[config.mk]
export PLATFORM = sky130hd
export DESIGN_NAME = counter_extend_time_split_unit
export DESIGN_NICKNAME = d
export VERILOG_FILES = /design/src/cets_pkg.sv /design/src/cets_div_stage.sv /design/src/counter_extend_time_split_unit.sv
export SDC_FILE = /design/constraint.sdc
export NUM_CORES = 1
export LEC_CHECK = 0
export ABC_AREA = 0
export ABC_CLOCK_PERIOD_IN_PS = 9200
export BUFFER_PORTS_ARGS = -buffer_cell sky130_fd_sc_hd__buf_4
export CORE_UTILIZATION = 30
export DETAILED_ROUTE_END_ITERATION = 7
export GPL_TIMING_DRIVEN = 1
export PLACE_DENSITY = 0.52
export SKIP_LAST_GASP = 1
export SLEW_MARGIN = 15
export SYNTH_ARGS = -nofsm -noshare
export SYNTH_HDL_FRONTEND = slang
export SYNTH_SLANG_ARGS = --single-unit
[constraint.sdc]
create_clock -name clk -period 9.2 [get_ports clk]
set_input_delay 1.84 -clock clk [delete_from_list [all_inputs] [get_ports clk]]
set_output_delay 1.84 -clock clk [all_outputs]
set_load 0.01 [all_outputs]
[src/cets_pkg.sv]
// ----------------------------------------------------------------------------
// cets_pkg: shared types and constants for the counter extend / time split unit
// Holds the field widths, the clock limits and the control word that the
// top level sends to each bit-serial divider stage.
// ----------------------------------------------------------------------------
`default_nettype none

package cets_pkg;

    // Field widths fixed by the interface
    localparam int SAMPLE_W  = 32;
    localparam int MHZ_W     = 13;
    localparam int SUB_W     = 10;
    localparam int SECONDS_W = 44;
    localparam int TOTAL_W   = 64;

    // Clock register limits and reset value
    localparam logic [MHZ_W-1:0] CLK_MHZ_RESET = 13'd80;
    localparam logic [MHZ_W-1:0] CLK_MHZ_MIN   = 13'd1;
    localparam logic [MHZ_W-1:0] CLK_MHZ_MAX   = 13'd4294;

    // Sub-unit divisor: microseconds per millisecond, milliseconds per second
    localparam logic [SUB_W-1:0] SUB_DIV = 10'd1000;

    // Per-cycle control of one divider stage
    typedef struct packed {
        logic clr;   // clear the partial remainder
        logic en;    // take one dividend bit
    } stage_ctrl_t;

endpackage

`default_nettype wire

[src/cets_div_stage.sv]
// ----------------------------------------------------------------------------
// cets_div_stage: one bit-serial restoring divider stage
// Takes one dividend bit per enabled cycle, MSB first, and emits one
// registered quotient bit per enabled cycle; the remainder is left after the last bit.
// ----------------------------------------------------------------------------
`default_nettype none

module cets_div_stage #(
    parameter int DW = 13
) (
    input  wire logic                 clk,
    input  wire logic                 rst_n,
    input  wire cets_pkg::stage_ctrl_t ctrl,
    input  wire logic                 bit_in,
    input  wire logic [DW-1:0]        divisor,
    output logic                      q,
    output logic [DW-1:0]             rem
);

    logic [DW-1:0] rem_reg;
    logic [DW-1:0] rem_next;
    logic          q_reg;
    logic          q_next;
    logic [DW:0]   partial;
    logic [DW:0]   diff;

    // Shift in the next bit and try a subtract
    always_comb
    begin
        partial = {rem_reg, bit_in};
        diff    = partial - {1'b0, divisor};
        if (partial >= {1'b0, divisor})
        begin
            q_next   = 1'b1;
            rem_next = diff[DW-1:0];
        end
        else
        begin
            q_next   = 1'b0;
            rem_next = partial[DW-1:0];
        end
    end

    // Hold remainder and quotient bit
    always_ff @(posedge clk or negedge rst_n)
    begin
        if (!rst_n)
        begin
            rem_reg <= '0;
            q_reg   <= 1'b0;
        end
        else if (ctrl.clr)
        begin
            rem_reg <= '0;
            q_reg   <= 1'b0;
        end
        else if (ctrl.en)
        begin
            rem_reg <= rem_next;
            q_reg   <= q_next;
        end
    end

    assign q   = q_reg;
    assign rem = rem_reg;

endmodule

`default_nettype wire

[src/counter_extend_time_split_unit.sv]
// ----------------------------------------------------------------------------
// counter_extend_time_split_unit: counter wrap extension and timestamp split
// Extends a free-running counter by a wrap count, then divides the tick count
// by the clock in MHz and splits the microseconds into s / ms / us.
// ----------------------------------------------------------------------------
//
//  channel  | handshake              | payload
//  ---------+------------------------+----------------------------------------
//  in       | in_valid / in_stall    | counter_sample
//  out      | out_valid / out_stall  | seconds, milliseconds, microseconds,
//           |                        | total_us, wrapped
//  cfg      | cfg_we                 | cfg_wdata (clock_mhz)
//
//  An item runs through three chained bit-serial divider stages (/MHz, /1000,
//  /1000) over a TW-bit dividend (TW = 32 + COUNTER_WIDTH, 64 at default),
//  then loads the output register; no new item is taken before that load.
//  in_stall is high while an item is in flight or waiting for the output slot.
//  A stalled result holds in the output register; reset clears wrap state.
// ----------------------------------------------------------------------------
`default_nettype none

module counter_extend_time_split_unit #(
    parameter int COUNTER_WIDTH = 32
) (
    input  wire logic                              clk,
    input  wire logic                              rst_n,
    input  wire logic                              in_valid,
    output logic                                   in_stall,
    input  wire logic [cets_pkg::SAMPLE_W-1:0]     counter_sample,
    output logic                                   out_valid,
    input  wire logic                              out_stall,
    output logic [cets_pkg::SECONDS_W-1:0]         seconds,
    output logic [cets_pkg::SUB_W-1:0]             milliseconds,
    output logic [cets_pkg::SUB_W-1:0]             microseconds,
    output logic [cets_pkg::TOTAL_W-1:0]           total_us,
    output logic                                   wrapped,
    input  wire logic                              cfg_we,
    input  wire logic [cets_pkg::MHZ_W-1:0]        cfg_wdata
);

    localparam int TW    = cets_pkg::SAMPLE_W + COUNTER_WIDTH;
    localparam int CNT_W = $clog2(TW + 3);

    localparam logic [CNT_W-1:0] A_END = CNT_W'(TW);
    localparam logic [CNT_W-1:0] B_END = CNT_W'(TW + 1);
    localparam logic [CNT_W-1:0] C_END = CNT_W'(TW + 2);
    localparam logic [CNT_W-1:0] LAST  = CNT_W'(TW + 2);

    typedef enum logic [1:0] {
        S_IDLE,
        S_RUN,
        S_FINISH
    } state_t;

    state_t state_reg;

    logic [cets_pkg::MHZ_W-1:0]     clock_mhz_reg;
    logic [cets_pkg::MHZ_W-1:0]     divisor_reg;
    logic [cets_pkg::MHZ_W-1:0]     mhz_clamped;
    logic [COUNTER_WIDTH-1:0]       last_reg;
    logic [cets_pkg::SAMPLE_W-1:0]  wrap_reg;
    logic [cets_pkg::SAMPLE_W-1:0]  wrap_next;
    logic [COUNTER_WIDTH-1:0]       sample;
    logic                           wrap_hit;
    logic                           wrap_flag_reg;
    logic [TW-1:0]                  ticks_reg;
    logic [TW-1:0]                  total_reg;
    logic [cets_pkg::SECONDS_W-1:0] secs_reg;
    logic [CNT_W-1:0]               cnt_reg;

    logic                           out_valid_reg;
    logic [cets_pkg::SECONDS_W-1:0] seconds_reg;
    logic [cets_pkg::SUB_W-1:0]     ms_reg;
    logic [cets_pkg::SUB_W-1:0]     us_reg;
    logic [cets_pkg::TOTAL_W-1:0]   total_us_reg;
    logic                           wrapped_reg;

    logic                  in_xfer;
    logic                  out_free;
    logic                  run;
    logic                  en_a;
    logic                  en_b;
    logic                  en_c;
    cets_pkg::stage_ctrl_t ctrl_a;
    cets_pkg::stage_ctrl_t ctrl_b;
    cets_pkg::stage_ctrl_t ctrl_c;
    logic                  q_a;
    logic                  q_b;
    logic                  q_c;
    logic [cets_pkg::MHZ_W-1:0] rem_a;
    logic [cets_pkg::SUB_W-1:0] rem_b;
    logic [cets_pkg::SUB_W-1:0] rem_c;

    // Handshake
    assign in_stall = (state_reg != S_IDLE);
    assign in_xfer  = in_valid && !in_stall;
    assign out_free = !out_valid_reg || !out_stall;

    // Wrap detection on the masked sample
    assign sample    = counter_sample[COUNTER_WIDTH-1:0];
    assign wrap_hit  = (sample < last_reg);
    assign wrap_next = wrap_reg + cets_pkg::SAMPLE_W'(wrap_hit);

    // Clamp clock to its legal range
    always_comb
    begin
        if (clock_mhz_reg == '0)
            mhz_clamped = cets_pkg::CLK_MHZ_MIN;
        else if (clock_mhz_reg > cets_pkg::CLK_MHZ_MAX)
            mhz_clamped = cets_pkg::CLK_MHZ_MAX;
        else
            mhz_clamped = clock_mhz_reg;
    end

    // Stage enables: each stage's enable window starts and ends in the cycle after the one before
    assign run  = (state_reg == S_RUN);
    assign en_a = run && (cnt_reg < A_END);
    assign en_b = run && (cnt_reg >= CNT_W'(1)) && (cnt_reg < B_END);
    assign en_c = run && (cnt_reg >= CNT_W'(2)) && (cnt_reg < C_END);

    assign ctrl_a = '{clr: in_xfer, en: en_a};
    assign ctrl_b = '{clr: in_xfer, en: en_b};
    assign ctrl_c = '{clr: in_xfer, en: en_c};

    // Ticks / MHz gives total microseconds
    cets_div_stage #(.DW(cets_pkg::MHZ_W)) u_div_mhz (
        .clk     (clk),
        .rst_n   (rst_n),
        .ctrl    (ctrl_a),
        .bit_in  (ticks_reg[TW-1]),
        .divisor (divisor_reg),
        .q       (q_a),
        .rem     (rem_a)
    );

    // Total us / 1000: remainder is the microsecond part
    cets_div_stage #(.DW(cets_pkg::SUB_W)) u_div_us (
        .clk     (clk),
        .rst_n   (rst_n),
        .ctrl    (ctrl_b),
        .bit_in  (q_a),
        .divisor (cets_pkg::SUB_DIV),
        .q       (q_b),
        .rem     (rem_b)
    );

    // Milliseconds / 1000: quotient is seconds, remainder the ms part
    cets_div_stage #(.DW(cets_pkg::SUB_W)) u_div_ms (
        .clk     (clk),
        .rst_n   (rst_n),
        .ctrl    (ctrl_c),
        .bit_in  (q_b),
        .divisor (cets_pkg::SUB_DIV),
        .q       (q_c),
        .rem     (rem_c)
    );

    // Clock register write
    always_ff @(posedge clk or negedge rst_n)
    begin
        if (!rst_n)
            clock_mhz_reg <= cets_pkg::CLK_MHZ_RESET;
        else if (cfg_we)
            clock_mhz_reg <= cfg_wdata;
    end

    // Sequencer, wrap state, shift registers and output register
    always_ff @(posedge clk or negedge rst_n)
    begin
        if (!rst_n)
        begin
            state_reg     <= S_IDLE;
            cnt_reg       <= '0;
            last_reg      <= '0;
            wrap_reg      <= '0;
            wrap_flag_reg <= 1'b0;
            divisor_reg   <= cets_pkg::CLK_MHZ_MIN;
            ticks_reg     <= '0;
            total_reg     <= '0;
            secs_reg      <= '0;
            out_valid_reg <= 1'b0;
            seconds_reg   <= '0;
            ms_reg        <= '0;
            us_reg        <= '0;
            total_us_reg  <= '0;
            wrapped_reg   <= 1'b0;
        end
        else
        begin
            // Drop the result once it is taken, unless the next one loads
            if (out_valid_reg && !out_stall && (state_reg != S_FINISH))
                out_valid_reg <= 1'b0;

            case (state_reg)
                S_IDLE:
                begin
                    if (in_xfer)
                    begin
                        last_reg      <= sample;
                        wrap_reg      <= wrap_next;
                        wrap_flag_reg <= wrap_hit;
                        divisor_reg   <= mhz_clamped;
                        ticks_reg     <= {wrap_next, sample};
                        total_reg     <= '0;
                        secs_reg      <= '0;
                        cnt_reg       <= '0;
                        state_reg     <= S_RUN;
                    end
                end
                S_RUN:
                begin
                    // Advance the dividend and collect quotient bits
                    if (en_a)
                        ticks_reg <= {ticks_reg[TW-2:0], 1'b0};
                    if (en_b)
                        total_reg <= {total_reg[TW-2:0], q_a};
                    if (cnt_reg >= CNT_W'(3))
                        secs_reg <= {secs_reg[cets_pkg::SECONDS_W-2:0], q_c};
                    if (cnt_reg == LAST)
                        state_reg <= S_FINISH;
                    else
                        cnt_reg <= cnt_reg + CNT_W'(1);
                end
                S_FINISH:
                begin
                    // Load the result when the output slot is free
                    if (out_free)
                    begin
                        out_valid_reg <= 1'b1;
                        seconds_reg   <= secs_reg;
                        ms_reg        <= rem_c;
                        us_reg        <= rem_b;
                        total_us_reg  <= cets_pkg::TOTAL_W'(total_reg);
                        wrapped_reg   <= wrap_flag_reg;
                        state_reg     <= S_IDLE;
                    end
                end
                default:
                begin
                    state_reg <= S_IDLE;
                end
            endcase
        end
    end

    assign out_valid    = out_valid_reg;
    assign seconds      = seconds_reg;
    assign milliseconds = ms_reg;
    assign microseconds = us_reg;
    assign total_us     = total_us_reg;
    assign wrapped      = wrapped_reg;

endmodule

`default_nettype wire

Word level (Yosys, flattened, before mapping)
Index checks and enable logic that the tools add are counted.
Widths: inputs -> output; s select.
Storage, ports and cells
  register bits: 438
  input bits: 50
  word-level logic and storage cells: 114
Cells by class
  $add $sub $neg: 5
  $lt $le $gt $ge: 11
  eq/ne operators: 11
  multiplexer cells: 39
  reduce and logical (&&, ||, !) cells: 26
Operators by type and width (count)
  $mux 64: 4
  $pmux 64 s2: 2
  $mux 44: 2
  $pmux 44 s2: 1
  $mux 13: 5
  $mux 10: 6
  $add 32x1->32: 1
  $lt 32x32->1: 1
  $ge 11x10->1 const B: 2
  $lt 7x7->1 const B: 3
  $sub 10x10->10 const B: 2
  $reduce_and 3->1: 5
  $ge 14x13->1: 1
  $ge 7x2->1 const B: 2
  $mux 7: 2
  $pmux 7 s2: 1
  $gt 13x13->1 const B: 1
  $logic_not 13->1: 1
  $sub 13x13->13: 1
  $mux 1: 12
  $reduce_bool 2->1: 5
  $logic_and 1x1->1: 8
  $ne 2x1->1 const B: 4
  $ne 2x2->1 const B: 4
  11 further kinds: 16

Logic depth before layout (Yosys ltp)
  word-level depth: 6
  mapped depth: 17
  depth with buffers taken out: 16

Modules after synthesis
From an unflattened synthesis, not the netlist that was laid out.
Second synthesis, totals
  cell total of the unflattened synthesis: 2083
  area total of the unflattened synthesis: 21008.9 um^2
Modules (own cells, without submodules)
  counter_extend_time_split_unit: times used 1, cells an instance 1685, area each 17499.3 um^2, sequential area each 10063.4 um^2
  cets_div_stage at u_div_ms ...: times used 2, cells an instance 115, area each 1027.2 um^2, sequential area each 275.3 um^2
  cets_div_stage at u_div_mhz: times used 1, cells an instance 168, area each 1455.1 um^2, sequential area each 350.3 um^2

Worst setup path after synthesis
OpenSTA, ideal clock, no wires.
  path kind: input -> register
  start point: in counter_sample[2] in the netlist's numbering
  end point: reg wrap_reg[30] in the netlist's numbering
  library setup time: 0.123 ns
  data arrival time: 5.343 ns
  path slack: 3.734 ns
  stages on the path: 16
  buffers on the path: 1
  path through: ha_1 > a211oi_1 > o21ai_0 > a21oi_1 > o21ai_0 > or4b_2 > a2111oi_0 > ha_1 > ha_1 > nand2_1 > nor4_1 > buf_2 > nand2_1 > nor3_1 > nand3_1 > xnor2_1
Between the ends
  cells in the longest elaborated chain, start to end: 2
Ends and longest elaborated chain
  from (decl): RTL line counter_extend_time_split_unit.sv:29  | input wire logic [cets_pkg::SAMPLE_W-1:0] counter_sample,
  $lt 32x32->1: RTL line counter_extend_time_split_unit.sv:101  | assign wrap_hit = (sample < last_reg);
  via wrap_hit: RTL line counter_extend_time_split_unit.sv:64  | logic wrap_hit;
  $add 32x1->32: RTL line counter_extend_time_split_unit.sv:102  | assign wrap_next = wrap_reg + cets_pkg::SAMPLE_W'(wrap_hit);
  to (signal assigned): RTL line counter_extend_time_split_unit.sv:200  | wrap_reg <= wrap_next;
  to (decl): RTL line counter_extend_time_split_unit.sv:61  | logic [cets_pkg::SAMPLE_W-1:0] wrap_reg;
The timed path passes the listed nets, and every way through them passes these cells.
A chain may end at the register's enable or synchronous reset.

Worst setup path in the final report
  start point: in counter_sample[2] in the netlist's numbering
  end point: reg ticks_reg[55]
Between the ends
  cells in the longest elaborated chain, start to end: 4
Ends and longest elaborated chain
  $lt 32x32->1: RTL line counter_extend_time_split_unit.sv:101
  via wrap_hit: RTL line counter_extend_time_split_unit.sv:64
  $add 32x1->32: RTL line counter_extend_time_split_unit.sv:102
  $mux 64: RTL line counter_extend_time_split_unit.sv:197  | if (in_xfer)
  $pmux 64 s2: RTL line counter_extend_time_split_unit.sv:194  | case (state_reg)
  to (signal assigned): RTL line counter_extend_time_split_unit.sv:203  | ticks_reg <= {wrap_next, sample};
  to (signal assigned): RTL line counter_extend_time_split_unit.sv:214  | ticks_reg <= {ticks_reg[TW-2:0], 1'b0};
  to (decl): RTL line counter_extend_time_split_unit.sv:66  | logic [TW-1:0] ticks_reg;
The timed path passes the listed nets, and every way through them passes these cells. The select of a mux whose other input is x is not followed.

==> flow_summary.json <==
{
  "drive_gt1_share_pct": 21.0,
  "relSlewSlack_pct": 28.4,
  "fin_crit_ps": 5510,
  "grt_usage_pct": 13.9,
  "cts_root_buf": "clkbuf_16",
  "hpwlAfterDp_um": 28300,
  "drv_slew": 0,
  "tightest_slew_ps": 1070,
  "vdd_drop_max_uv": 266,
  "max_cap_violations": 0,
  "hold_viol": 0,
  "seq_power_share_pct": 38.1,
  "nNetsFinal": 2177,
  "start_kind": "input pin",
  "finalNonFillerCells": 2972,
  "portBuffers": 180,
  "drc_errors": 0,
  "cts_buffers": 51,
  "synth_flop_cell": "dfrtp_1",
  "insertion_delay_ps": 600,
  "post_cts_resized": 0,
  "slowest_stage": "or4b_2",
  "initial_core_util_pct": 30.4,
  "ys_seq_area_share_pct": 56.0,
  "syn_nets": 2040,
  "wl_um": 45600,
  "setup.worst_path.end_class": "flip-flop",
  "antenna_left": 0,
  "grt_pass1_wl_um": 76600,
  "grt_antenna_before_repair": 2,
  "cp.required_ps": 9720,
  "p_comb_share_pct": 31.7,
  "p_sw_share_pct": 36.3,
  "crit_buf_inv": 1,
  "layout-area-overhead-vs-synth_pct": 20.7,
  "p_sw_mw": 2.69,
  "syn_inst": 1939,
  "utilization_pct": 36.7,
  "crit_chain": "buf_4 -> ha_1 -> a211oi_1 -> o21ai_0 -> a21oi_1 -> o21ai_0 -> or4b_2 -> a2111oi_0 -> ha_1 -> nand3_2 -> or4_4 -> nor4_4 -> nand3_2 -> or4_1 -> nand4_1",
  "p_per_area_nw_per_um2": 313,
  "die_w_um": 257,
  "ys.warnings.count": 0,
  "syn_area_um2": 19600,
  "via_per_inst": 4.76,
  "path_max_fanout": 9,
  "synth.distinct_cells": 58,
  "fill_cells": 6480,
  "register_area_um2": 11000,
  "rsz0062_at_grt": "false",
  "cell_internal_pwr_mw": 4.71,
  "dpl.cell_count": 2878,
  "dr.pass1.iters": 5,
  "path_class": "in2reg",
  "overflow": 0,
  "die_y_um": 257,
  "critPathArrivalTime_ps": 6040,
  "skew_ps": 19.6,
  "max_freq_ghz": 0.181,
  "multi_input_area_um2": 8000,
  "worstHoldPathType": "reg2reg",
  "setup_violations": 0,
  "tritoncts": "yes",
  "cts_buffer_depth": 3,
  "grt_pass1_vias": 14500,
  "avgSynthCellArea_um2": 10.1,
  "cts_setup_buffers": 0,
  "fin_crit_sh_pct": 59.9,
  "globalplace.congestion": 0.814,
  "p_clk_share_pct": 30.3,
  "htreeDepth": 2,
  "synth_seq_cells": 438,
  "wl_per_cell_um": 15.4,
  "p_leak_nw": 11.3,
  "cts.sinks": 438,
  "cpLargestDelayFamily": "simple AND/OR/NAND/NOR gates",
  "slowest_delay_ps": 640,
  "num_rows": 93,
  "antennaDiodeCount": 0,
  "fin_tns_setup_ps": 0,
  "status": "complete, no violations",
  "grt_max_degree": 168,
  "clk_pin_slew_ps": 60,
  "core-area_um2": 64500,
  "power.total_mw": 7.40,
  "dieArea_um2": 66300,
  "ios": 181,
  "postCtsHoldBufs": 0,
  "synth-edff-count": 0,
  "drt_iter0_drc": 882,
  "vias": 14100,
  "async_reset_ff_share_pct": 100
}
[synthesized netlist by cell type (all sizes together) (3+ instances only)]
| library cell | n | area, µm² |
|---|---|---|
| xnor2 | 49 | 429 |
| a21oi | 49 | 249 |
| o31ai | 3 | 22.5 |
| nand4 | 22 | 138 |
| or4 | 5 | 45.0 |
| clkbuf | 89 | 337 |
| nor2 | 102 | 383 |
| a21o | 6 | 45.0 |
| a31oi | 38 | 238 |
| nand2b | 11 | 68.8 |
| or3 | 9 | 56.3 |
| dfstp | 3 | 78.8 |
| a22o | 9 | 78.8 |
| ha | 50 | 626 |
| mux2i | 5 | 50.1 |
| mux2 | 135 | 1520 |
| buf | 23 | 109 |
| or4b | 3 | 30.0 |
| nand3 | 118 | 606 |
| inv | 61 | 229 |
| nand2 | 416 | 1560 |
| nor2b | 8 | 50.1 |
| dfrtp | 435 | 10900 |
| o21ai | 171 | 856 |
| xor2 | 29 | 254 |
| a32oi | 9 | 78.8 |
| nor4 | 7 | 58.8 |
| and3 | 10 | 62.6 |
| nor3 | 29 | 145 |
| o22ai | 5 | 31.3 |
| a211oi | 9 | 67.6 |
[worst reg2reg max path, cell delays in order, from the launching register on]
cell and delay (ps):
dfrtp_1 350, inv_1 70, ha_1 240, a211oi_1 220
o21ai_0 120, a21oi_1 220, o21ai_0 160, or4b_2 640
a2111oi_0 440, ha_1 280, nand3_2 210, or4_4 590
nor4_4 260, nand3_2 110, or4_1 410, nand4_1 110
[area by class of cell]
type / count / area share, %
flip-flops and latches: 438 / 46.4
well taps: 855 / 4.53
clock inverters: 27 / 1.78
repair buffers: 196 / 6.36
multi-input cells: 1328 / 33.8
clock buffers: 67 / 6.12
inverters: 61 / 0.969
[kinds of logic (layout without fill, tap and decap cells)]
family          Yosys count  count (layout)  synth area share [%]
simple gates            746             746                  16.6
mux                     140             140                  8.02
compound gates          313             313                  9.13
fa+ha+maj                51              51                  3.30
buf+inv                 173             351                  3.44
xor+xnor                 78              78                  3.49
flops                   438             438                  56.0
[path summary, 6_finish.rpt]
path | startpoint | endpoint | slack (ps) | depth (start not counted)
max in group asynchronous | rst_n | total_reg[38] | 6310 | 3
setup / recovery | counter_sample[2] | ticks_reg[55] | 3690 | 15
hold reg to reg | last_reg[0] | last_reg[0] | 470 | 2
hold / removal | last_reg[0] | last_reg[0] | 470 | 2
min in group asynchronous | rst_n | clock_mhz_reg[11] | 1180 | 1
setup reg to reg | last_reg[2] | ticks_reg[55] | 4700 | 15
[stage by stage]
stage / hold WS, ps / setup WS, ps / instance area (µm²)
after floorplan: 438 / 3730 / 19600
after global placement: 460 / 3130 / 21800
after detailed placement: 463 / 2980 / 21800
after CTS: 479 / 3620 / 23600
after global routing: 496 / 3200 / 23600
final: 470 / 3690 / 23600
[per-layer routing]
metal  up-vias  track usage, %  wire length, µm
li1       6894               -                -
met1      6934            18.3            20900
met2       230            22.7            21400
met3        71            3.25             2240
met4         4            4.24             1030
met5         -               0               16
[placed cells by master (no fill, tap or decap), types with 6 or more instances in the layout]
cell       count
a211oi_1       9
a21o_1         6
a21oi_1       48
a22o_1         9
a31oi_1       38
a32oi_1        9
and3_1        10
buf_4        193
bufinv_16     10
clkbuf_16     51
clkbuf_8      11
clkinv_2      10
dfrtp_1      435
ha_1          50
inv_1         61
mux2_2       135
nand2_1      414
nand2b_1       9
nand3_1      115
nand4_1       22
nor2_1       101
nor2b_1        7
nor3_1        29
nor4_1         6
o21ai_0      171
or3_1          9
xnor2_1       49
xor2_1        29
[power groups by stage]
| stage | clock, mW | sequential (mW) | combinational, mW |
|---|---|---|---|
| 4_1_cts | 2.32 | 2.82 | 2.39 |
| 6_report | 2.24 | 2.82 | 2.34 |
| 5_1_grt | 2.39 | 2.89 | 2.71 |
| 3_3_place_gp | 0 | 2.83 | 2.33 |
| 2_1_floorplan | 0 | 2.74 | 1.80 |
| 3_5_place_dp | 0 | 2.84 | 2.39 |
Note: power is estimated with default switching activity, not from simulation.
